--- src/sv/lwps_pkg.sv ---
// ----------------------------------------------------------------------------
// lwps_pkg
// Shared types and constants for the LCD window and pixel streamer.
// ----------------------------------------------------------------------------
`default_nettype none

package lwps_pkg;

   // display command codes
   localparam logic [7:0] CMD_COLUMN = 8'h2a;
   localparam logic [7:0] CMD_ROW    = 8'h2b;
   localparam logic [7:0] CMD_WRITE  = 8'h2c;
   localparam logic [7:0] PAD_BYTE   = 8'h00;

   // byte counts per item kind
   localparam int unsigned WIN_BYTES = 22;
   localparam int unsigned PIX_BYTES = 2;
   localparam int unsigned IDX_W     = 5;

   localparam logic [IDX_W-1:0] WIN_LAST_IDX = IDX_W'(WIN_BYTES - 1);
   localparam logic [IDX_W-1:0] PIX_LAST_IDX = IDX_W'(PIX_BYTES - 1);

   // pair slots of a window sequence (each pair is pad byte + value byte)
   localparam logic [3:0] PAIR_COL_CMD = 4'd0;
   localparam logic [3:0] PAIR_XS_HI   = 4'd1;
   localparam logic [3:0] PAIR_XS_LO   = 4'd2;
   localparam logic [3:0] PAIR_XE_HI   = 4'd3;
   localparam logic [3:0] PAIR_XE_LO   = 4'd4;
   localparam logic [3:0] PAIR_ROW_CMD = 4'd5;
   localparam logic [3:0] PAIR_YS_HI   = 4'd6;
   localparam logic [3:0] PAIR_YS_LO   = 4'd7;
   localparam logic [3:0] PAIR_YE_HI   = 4'd8;
   localparam logic [3:0] PAIR_YE_LO   = 4'd9;
   localparam logic [3:0] PAIR_WR_CMD  = 4'd10;

   // one classified job handed from front to back
   typedef struct packed {
      logic        is_pixel;
      logic        dc_data;
      logic [8:0]  x_start;
      logic [15:0] x_end;
      logic [8:0]  y_start;
      logic [15:0] y_end;
      logic [15:0] pixel_value;
      logic        window_done;
   } lwps_entry_type;

endpackage

`default_nettype wire

--- src/sv/lwps_front.sv ---
// ----------------------------------------------------------------------------
// lwps_front
// Accepts input words, classifies them, computes window end coordinates and
// tracks the remaining pixel count of the open window.
// ----------------------------------------------------------------------------
`default_nettype none

module lwps_front (
   input  wire logic                    clock,
   input  wire logic                    reset,
   input  wire logic                    csr_wr_en,
   input  wire logic                    csr_wr_data,
   input  wire logic                    req_tvalid,
   output logic                         req_tready,
   input  wire logic [55:0]             req_tdata,
   input  wire logic                    req_tuser,
   output logic                         push_valid,
   input  wire logic                    push_ready,
   output lwps_pkg::lwps_entry_type     push_entry
);

   logic        dc_active_ff;
   logic        dc_active_in;
   logic [17:0] pixels_left_ff;
   logic [17:0] pixels_left_in;

   logic [8:0]  x_start;
   logic [8:0]  y_start;
   logic [8:0]  win_width;
   logic [8:0]  win_height;
   logic [15:0] pixel_value;
   logic        accept;

   assign x_start     = req_tdata[8:0];
   assign y_start     = req_tdata[17:9];
   assign win_width   = req_tdata[26:18];
   assign win_height  = req_tdata[35:27];
   assign pixel_value = req_tdata[51:36];

   assign req_tready = push_ready;
   assign push_valid = req_tvalid;
   assign accept     = req_tvalid && push_ready;

   always_comb begin
      dc_active_in = csr_wr_en ? csr_wr_data : dc_active_ff;

      pixels_left_in = pixels_left_ff;
      if (accept) begin
         if (!req_tuser) begin
            pixels_left_in = {9'd0, win_width} * {9'd0, win_height};
         end else if (pixels_left_ff != 18'd0) begin
            pixels_left_in = pixels_left_ff - 18'd1;
         end
      end

      push_entry.is_pixel    = req_tuser;
      push_entry.dc_data     = dc_active_ff;
      push_entry.x_start     = x_start;
      // end coordinate wraps in 16 bits for a zero size
      push_entry.x_end       = {7'd0, x_start} + {7'd0, win_width} - 16'd1;
      push_entry.y_start     = y_start;
      push_entry.y_end       = {7'd0, y_start} + {7'd0, win_height} - 16'd1;
      push_entry.pixel_value = pixel_value;
      push_entry.window_done = req_tuser && (pixels_left_ff == 18'd1);
   end

   always_ff @(posedge clock) begin
      if (reset) begin
         dc_active_ff   <= 1'b1;
         pixels_left_ff <= 18'd0;
      end else begin
         dc_active_ff   <= dc_active_in;
         pixels_left_ff <= pixels_left_in;
      end
   end

endmodule

`default_nettype wire

--- src/sv/lwps_queue.sv ---
// ----------------------------------------------------------------------------
// lwps_queue
// Short first-in first-out queue of jobs between front and back.
// ----------------------------------------------------------------------------
`default_nettype none

module lwps_queue #(
   parameter int unsigned DEPTH = 2
) (
   input  wire logic                    clock,
   input  wire logic                    reset,
   input  wire logic                    wr_valid,
   output logic                         wr_ready,
   input  wire lwps_pkg::lwps_entry_type wr_entry,
   output logic                         rd_valid,
   input  wire logic                    rd_ready,
   output lwps_pkg::lwps_entry_type     rd_entry
);

   localparam int unsigned PTR_W = (DEPTH > 1) ? $clog2(DEPTH) : 1;
   localparam int unsigned CNT_W = $clog2(DEPTH + 1);

   lwps_pkg::lwps_entry_type slots_ff [DEPTH];

   logic [PTR_W-1:0] wr_ptr_ff;
   logic [PTR_W-1:0] wr_ptr_in;
   logic [PTR_W-1:0] rd_ptr_ff;
   logic [PTR_W-1:0] rd_ptr_in;
   logic [CNT_W-1:0] count_ff;
   logic [CNT_W-1:0] count_in;
   logic             push;
   logic             pop;

   assign wr_ready = (count_ff != CNT_W'(DEPTH));
   assign rd_valid = (count_ff != '0);
   assign rd_entry = slots_ff[rd_ptr_ff];
   assign push     = wr_valid && wr_ready;
   assign pop      = rd_valid && rd_ready;

   always_comb begin
      wr_ptr_in = wr_ptr_ff;
      rd_ptr_in = rd_ptr_ff;
      count_in  = count_ff;
      if (push) begin
         wr_ptr_in = (wr_ptr_ff == PTR_W'(DEPTH - 1)) ? '0 : wr_ptr_ff + 1'b1;
      end
      if (pop) begin
         rd_ptr_in = (rd_ptr_ff == PTR_W'(DEPTH - 1)) ? '0 : rd_ptr_ff + 1'b1;
      end
      priority case ({push, pop})
         2'b10:   count_in = count_ff + 1'b1;
         2'b01:   count_in = count_ff - 1'b1;
         default: count_in = count_ff;
      endcase
   end

   always_ff @(posedge clock) begin
      if (reset) begin
         wr_ptr_ff <= '0;
         rd_ptr_ff <= '0;
         count_ff  <= '0;
      end else begin
         wr_ptr_ff <= wr_ptr_in;
         rd_ptr_ff <= rd_ptr_in;
         count_ff  <= count_in;
      end
   end

   always_ff @(posedge clock) begin
      if (push) begin
         slots_ff[wr_ptr_ff] <= wr_entry;
      end
   end

endmodule

`default_nettype wire

--- src/sv/lwps_back.sv ---
// ----------------------------------------------------------------------------
// lwps_back
// Byte sequencer: walks each queued job one serial byte per cycle into the
// output register while the output is not stalled.
// ----------------------------------------------------------------------------
`default_nettype none

module lwps_back (
   input  wire logic                     clock,
   input  wire logic                     reset,
   input  wire logic                     job_valid,
   output logic                          job_pop,
   input  wire lwps_pkg::lwps_entry_type job,
   output logic                          rsp_tvalid,
   input  wire logic                     rsp_tready,
   output logic [7:0]                    rsp_tdata,
   output logic                          rsp_tlast,
   output logic [1:0]                    rsp_tuser
);

   logic [lwps_pkg::IDX_W-1:0] idx_ff;
   logic [lwps_pkg::IDX_W-1:0] idx_in;
   logic       out_valid_ff;
   logic       out_valid_in;
   logic [7:0] out_byte_ff;
   logic       out_dc_ff;
   logic       out_last_ff;
   logic       out_done_ff;

   logic       advance;
   logic       load;
   logic       is_last;
   logic [3:0] pair;
   logic [7:0] win_value;
   logic       win_is_cmd;
   logic [7:0] next_byte;
   logic       next_dc;

   assign advance = !out_valid_ff || rsp_tready;
   assign load    = advance && job_valid;
   assign is_last = job.is_pixel ? (idx_ff == lwps_pkg::PIX_LAST_IDX)
                                 : (idx_ff == lwps_pkg::WIN_LAST_IDX);
   assign job_pop = load && is_last;
   assign pair    = idx_ff[lwps_pkg::IDX_W-1:1];

   always_comb begin
      win_is_cmd = 1'b0;
      unique case (pair)
         lwps_pkg::PAIR_COL_CMD: begin
            win_value  = lwps_pkg::CMD_COLUMN;
            win_is_cmd = 1'b1;
         end
         lwps_pkg::PAIR_XS_HI:   win_value = {7'd0, job.x_start[8]};
         lwps_pkg::PAIR_XS_LO:   win_value = job.x_start[7:0];
         lwps_pkg::PAIR_XE_HI:   win_value = job.x_end[15:8];
         lwps_pkg::PAIR_XE_LO:   win_value = job.x_end[7:0];
         lwps_pkg::PAIR_ROW_CMD: begin
            win_value  = lwps_pkg::CMD_ROW;
            win_is_cmd = 1'b1;
         end
         lwps_pkg::PAIR_YS_HI:   win_value = {7'd0, job.y_start[8]};
         lwps_pkg::PAIR_YS_LO:   win_value = job.y_start[7:0];
         lwps_pkg::PAIR_YE_HI:   win_value = job.y_end[15:8];
         lwps_pkg::PAIR_YE_LO:   win_value = job.y_end[7:0];
         lwps_pkg::PAIR_WR_CMD: begin
            win_value  = lwps_pkg::CMD_WRITE;
            win_is_cmd = 1'b1;
         end
         default:                win_value = lwps_pkg::PAD_BYTE;
      endcase

      if (job.is_pixel) begin
         // high byte first
         next_byte = idx_ff[0] ? job.pixel_value[7:0] : job.pixel_value[15:8];
         next_dc   = job.dc_data;
      end else begin
         next_byte = idx_ff[0] ? win_value : lwps_pkg::PAD_BYTE;
         next_dc   = win_is_cmd ? !job.dc_data : job.dc_data;
      end

      idx_in = idx_ff;
      if (load) begin
         idx_in = is_last ? '0 : idx_ff + 1'b1;
      end
      out_valid_in = advance ? job_valid : out_valid_ff;
   end

   always_ff @(posedge clock) begin
      if (reset) begin
         idx_ff       <= '0;
         out_valid_ff <= 1'b0;
      end else begin
         idx_ff       <= idx_in;
         out_valid_ff <= out_valid_in;
      end
   end

   always_ff @(posedge clock) begin
      if (load) begin
         out_byte_ff <= next_byte;
         out_dc_ff   <= next_dc;
         out_last_ff <= is_last;
         out_done_ff <= is_last && job.window_done;
      end
   end

   assign rsp_tvalid = out_valid_ff;
   assign rsp_tdata  = out_byte_ff;
   assign rsp_tlast  = out_last_ff;
   assign rsp_tuser  = {out_done_ff, out_dc_ff};

endmodule

`default_nettype wire

--- src/sv/lcd_window_pixel_streamer_core.sv ---
// ----------------------------------------------------------------------------
// lcd_window_pixel_streamer_core
// Turns window and pixel words into serial LCD bytes with a data/command level.
// ----------------------------------------------------------------------------
// Usage:
//   req_* carries one word per window or pixel. tuser = 0 opens a window
//   (column, row and memory-write commands, 22 bytes); tuser = 1 carries one
//   RGB565 pixel (2 bytes, high byte first).
//   rsp_* carries one byte per transfer with its data/command level, tlast on
//   the final byte of each input word and a window-done flag on the low byte
//   of the window's final pixel.
//   csr_wr_en/csr_wr_data set the line level that means data (reset 1);
//   write it only while the block is idle.
// Timing:
//   The first byte of a word is registered in a queue slot and then in the output register.
//   The byte sequencer emits one byte per cycle while the output is not
//   stalled; a queue of QUEUE_DEPTH jobs lets the input keep accepting
//   while the sequencer works on earlier words.
// Reset and stall:
//   Reset clears the queue, the output register and the pixel count.
//   While rsp_tready is low the output byte holds and, once the queue is
//   full, req_tready drops.
// ----------------------------------------------------------------------------
`default_nettype none

module lcd_window_pixel_streamer_core #(
   parameter int unsigned QUEUE_DEPTH = 2
) (
   input  wire logic        clock,
   input  wire logic        reset,
   input  wire logic        csr_wr_en,
   input  wire logic        csr_wr_data,
   input  wire logic        req_tvalid,
   output logic             req_tready,
   // x_start[8:0], y_start[17:9], win_width[26:18], win_height[35:27],
   // pixel_value[51:36], zero [55:52]
   input  wire logic [55:0] req_tdata,
   // mode
   input  wire logic        req_tuser,
   output logic             rsp_tvalid,
   input  wire logic        rsp_tready,
   // spi_byte[7:0]
   output logic [7:0]       rsp_tdata,
   output logic             rsp_tlast,
   // dc_level[0], window_done[1]
   output logic [1:0]       rsp_tuser
);

   logic                     push_valid;
   logic                     push_ready;
   lwps_pkg::lwps_entry_type push_entry;
   logic                     job_valid;
   logic                     job_pop;
   lwps_pkg::lwps_entry_type job;

   lwps_front u_front (
      .clock       (clock),
      .reset       (reset),
      .csr_wr_en   (csr_wr_en),
      .csr_wr_data (csr_wr_data),
      .req_tvalid  (req_tvalid),
      .req_tready  (req_tready),
      .req_tdata   (req_tdata),
      .req_tuser   (req_tuser),
      .push_valid  (push_valid),
      .push_ready  (push_ready),
      .push_entry  (push_entry)
   );

   lwps_queue #(
      .DEPTH (QUEUE_DEPTH)
   ) u_queue (
      .clock    (clock),
      .reset    (reset),
      .wr_valid (push_valid),
      .wr_ready (push_ready),
      .wr_entry (push_entry),
      .rd_valid (job_valid),
      .rd_ready (job_pop),
      .rd_entry (job)
   );

   lwps_back u_back (
      .clock      (clock),
      .reset      (reset),
      .job_valid  (job_valid),
      .job_pop    (job_pop),
      .job        (job),
      .rsp_tvalid (rsp_tvalid),
      .rsp_tready (rsp_tready),
      .rsp_tdata  (rsp_tdata),
      .rsp_tlast  (rsp_tlast),
      .rsp_tuser  (rsp_tuser)
   );

endmodule

`default_nettype wire

--- config.mk ---
export PLATFORM = sky130hd
export DESIGN_NAME = lcd_window_pixel_streamer_core
export DESIGN_NICKNAME = d
export VERILOG_FILES = /design/src/sv/lwps_pkg.sv /design/src/sv/lwps_front.sv /design/src/sv/lwps_queue.sv /design/src/sv/lwps_back.sv /design/src/sv/lcd_window_pixel_streamer_core.sv
export SDC_FILE = /design/constraint.sdc
export NUM_CORES = 1
export LEC_CHECK = 0
export ABC_AREA = 1
export BUFFER_PORTS_ARGS = -buffer_cell sky130_fd_sc_hd__buf_4
export CAP_MARGIN = 5
export CELL_PAD_IN_SITES_DETAIL_PLACEMENT = 0
export CELL_PAD_IN_SITES_GLOBAL_PLACEMENT = 1
export CORE_MARGIN = 4
export CORE_UTILIZATION = 40
export CTS_CLUSTER_SIZE = 16
export DETAILED_ROUTE_END_ITERATION = 7
export GPL_ROUTABILITY_DRIVEN = 0
export PLACE_DENSITY_LB_ADDON = 0.1
export SYNTH_ARGS = -nofsm -noshare
export SYNTH_HDL_FRONTEND = slang
export SYNTH_SLANG_ARGS = --single-unit
--- constraint.sdc ---
create_clock -name clock -period 5.4 [get_ports clock]
set_input_delay 0.54 -clock clock [delete_from_list [all_inputs] [get_ports clock]]
set_output_delay 0.54 -clock clock [all_outputs]
set_load 0.05 [all_outputs]
==> reports/qor.txt <==
status - finished, final reports clean
Switching Fraction - 37.7%
Worst-Skew Late Latency - 0.44 ns
vias in the first global route - 8949
GRT Resource Usage Total - 18.2%
layout cells sized above 1 - 12.8%
PD cells - 346 nW/um^2
met3 usage - 2.56%
WS Path Type - in -> reg
Inserted Clock Buffers - 17
CP Max Fanout - 11
Flop pwr share - 36.9%
ys flop type - edfxtp_1
Netlist cell types - 50
fmax - 250 MHz
n_diodes - 0
grt met1 use - 23.8%
DP HPWL - 21700 um
via count - 9035
Tmin final - 3.99 ns
CP dominant cell by count - nand2_1
final setup fails - 0
combinational power share - 36.1%
Total Power - 4.66 mW
Buf/Inv on CP - 5
M2 GR Usage - 32.1%
crit path capture type - register
Die ar. - 32900 sq um
setup TNS - 0 ns
Post-synth EDFFs - 149
Syn Std Cell Area - 12000 sq um
I/O Buffers - 71
syn nets - 1597
worst vdd ir - 0.215 mV
clk sinks - 179
Slew Viols, Final - 0
Yosys top cell by area - edfxtp_1
crit-path cells - buf_4, nand2_1, fa_1, inv_1, fa_1, inv_1, fa_1, fa_1, inv_1, ha_1, a21oi_1, nand2_1, nand2_1, nand2_1, nand2_1, nand2_1, a21oi_1, nand2_1, nand2_1, inv_1
Post-DRT Antenna Nets - 0
Worst-Margin Slew - 1.02 ns
cells after synthesis - 1419
Int Pwr - 2.90 mW
Root Driver - clkbuf_16
drt drc - 0
Final #Nets - 1647
CP top delay family - adder cells
Starting Density - 40.5%
Post-Route WL - 29200 um
grt ovf - 0
relative slew slack - 32.1%
CP arrival - 4.33 ns
H-tree levels - 4
Synth Warn # - 0
chip width - 181 um
Row Count - 63
Startpoint Class - input pin
main area contributors after synthesis - edfxtp_1 37%, nand2_1 14%, fa_1 8.7%
Max Cap Violations - 0
Max Root-Sink Buffers - 2
Synth top area share - 37.3%
register area share after synthesis - 42.3%
gr busiest metal - met2
Final Hold Fails - 0
Die Ht - 181 um
Slowest-stage cell, CP - fa_1
synth cell count leaders - 445 x nand2_1, 215 x inv_1, 149 x edfxtp_1
CTS tree - built
Switch Pwr - 1.75 mW
RSZ-0062 raised after global routing - no
# resized after CTS - 0
Core Area - 29600 sq um
initial DRC count - 539
top-count cell post-synth - nand2_1
post-CTS setup buffer count - 0
Routed WL per cell - 15.6 um
clk slew on worst S/H paths - 0.08 ns
largest net degree at the start of global routing - 71
#FFs+latches synth - 179
Area growth syn-to-layout - 12.0%
synthesized area per cell - 8.46 sq um
Hold/Removal Path Class - in -> reg
Max stage delay on crit path - 0.55 ns
fin crit share - 73.9%
first-pass GRT wire length - 47500 um
initial antenna violation count - 0
Worst EP required - 5.74 ns
routed vias/inst - 4.83
total iterations of the first detailed-routing run - 5
Top Ports - 76
Pleak - 6.46 nW
Clk network pwr share - 27.0%
# hold bufs at CTS - 0
Clock Skews - 0.0127 ns
async set-reset flop share out of synthesis - 0%
[flip-flops by register name, indices dropped and copies added (netlist names), named ones only]
signal and flops:
u_back.out_dc_ff 1, u_back.out_done_ff 1, u_queue.slots_ff 138, u_front.pixels_left_ff 18
u_queue.rd_ptr_ff 1, u_back.rsp_tdata 8, u_back.rsp_tlast 1, u_front.dc_active_ff 1
u_queue.count_ff 2, u_queue.wr_ptr_ff 1, u_back.idx_ff 5, u_back.rsp_tvalid 1
[cells in the final DEF (no fill, tap or decap), types with 13 or more instances in the layout]
cell type    n
nand2_1    445
inv_1      215
edfxtp_1   149
nor2_1      92
buf_4       75
ha_1        63
nand3_1     55
a21oi_1     53
fa_1        52
o21ai_0     38
dfxtp_1     29
nand4_1     22
nand2_2     18
clkbuf_16   17
inv_2       14
xor2_1      14
nor2_2      13
[layer usage]
layer  share of wire (%)  wire length, um
met3                 2.2              643
met2                  50            14700
met5                   0                0
met1                  46            13500
met4                 1.4              414
[stage by stage]
| step | hold WS (ns) | worst slack [ns] | instance area [sq um] | instances | util [%] |
|---|---|---|---|---|---|
| finish | 0.282 | 1.41 | 13500 | 1872 | 45.4 |
| global route | 0.258 | 1.14 | 13500 | 1872 | 45.4 |
| CTS | 0.261 | 1.39 | 13500 | 1872 | 45.4 |
| detailed placement | 0.444 | 0.919 | 12900 | 1840 | 43.4 |
| global placement | 0.433 | 0.919 | 12900 | 1840 | 43.4 |
| floorplan | 0.426 | 0.952 | 12000 | 1419 | - |
[layout make-up]
| class | count | area, sq um |
|---|---|---|
| multi-input cells | 964 | 5860 |
| clock inverters | 14 | 164 |
| flip-flops and latches | 179 | 5080 |
| inverters | 232 | 876 |
| clock buffers | 18 | 429 |
| repair buffers | 75 | 563 |
| well taps | 390 | 488 |
| fillers | 2974 | 16200 |
[final timing paths]
| kind | from | to | slack, ns | cells after the start |
|---|---|---|---|---|
| max | req_tdata[28] | u_front.pixels_left_ff[12] | 1.41 | 20 |
| min | req_tdata[38] | u_queue.slots_ff[1][3] | 0.28 | 1 |
| max reg2reg | register | u_queue.count_ff[1] | 2.59 | 14 |
| min reg2reg | u_front.dc_active_ff | u_queue.slots_ff[0][67] | 0.46 | 0 |
[power by group through the flow]
stage	clock (mW)	sequential, mW	combinational (mW)
floorplan	0	1.78	1.22
global placement	0	1.75	1.71
detailed placement	0	1.75	1.72
CTS	1.28	1.72	1.73
global route	1.34	1.73	1.96
finish	1.26	1.72	1.68
[worst register-to-register path, stage by stage (launching register included)]
cell and delay (ns):
dfxtp_2 0.31, buf_4 0.21, inv_4 0.53, nand2_2 0.09, nand2_2 0.27, inv_1 0.10
o21ai_1 0.21, nand4_4 0.16, nor2_4 0.15, ha_1 0.24, inv_1 0.08, nand2_1 0.05
nor2_1 0.11, o21ai_0 0.09, a21oi_1 0.14
[cells by family after synthesis]
family,after synthesis,share of synthesized area [%]
XOR/XNOR,24,1.75
buffers and inverters,276,9.10
adder cells (fa/ha/maj),115,15.2
AND/OR/NAND/NOR,689,25.1
flip-flops,179,42.3
multiplexers,1,0.0938
AO/OA/AOI/OAI,135,6.46
Power figures use the tool's default switching activity.
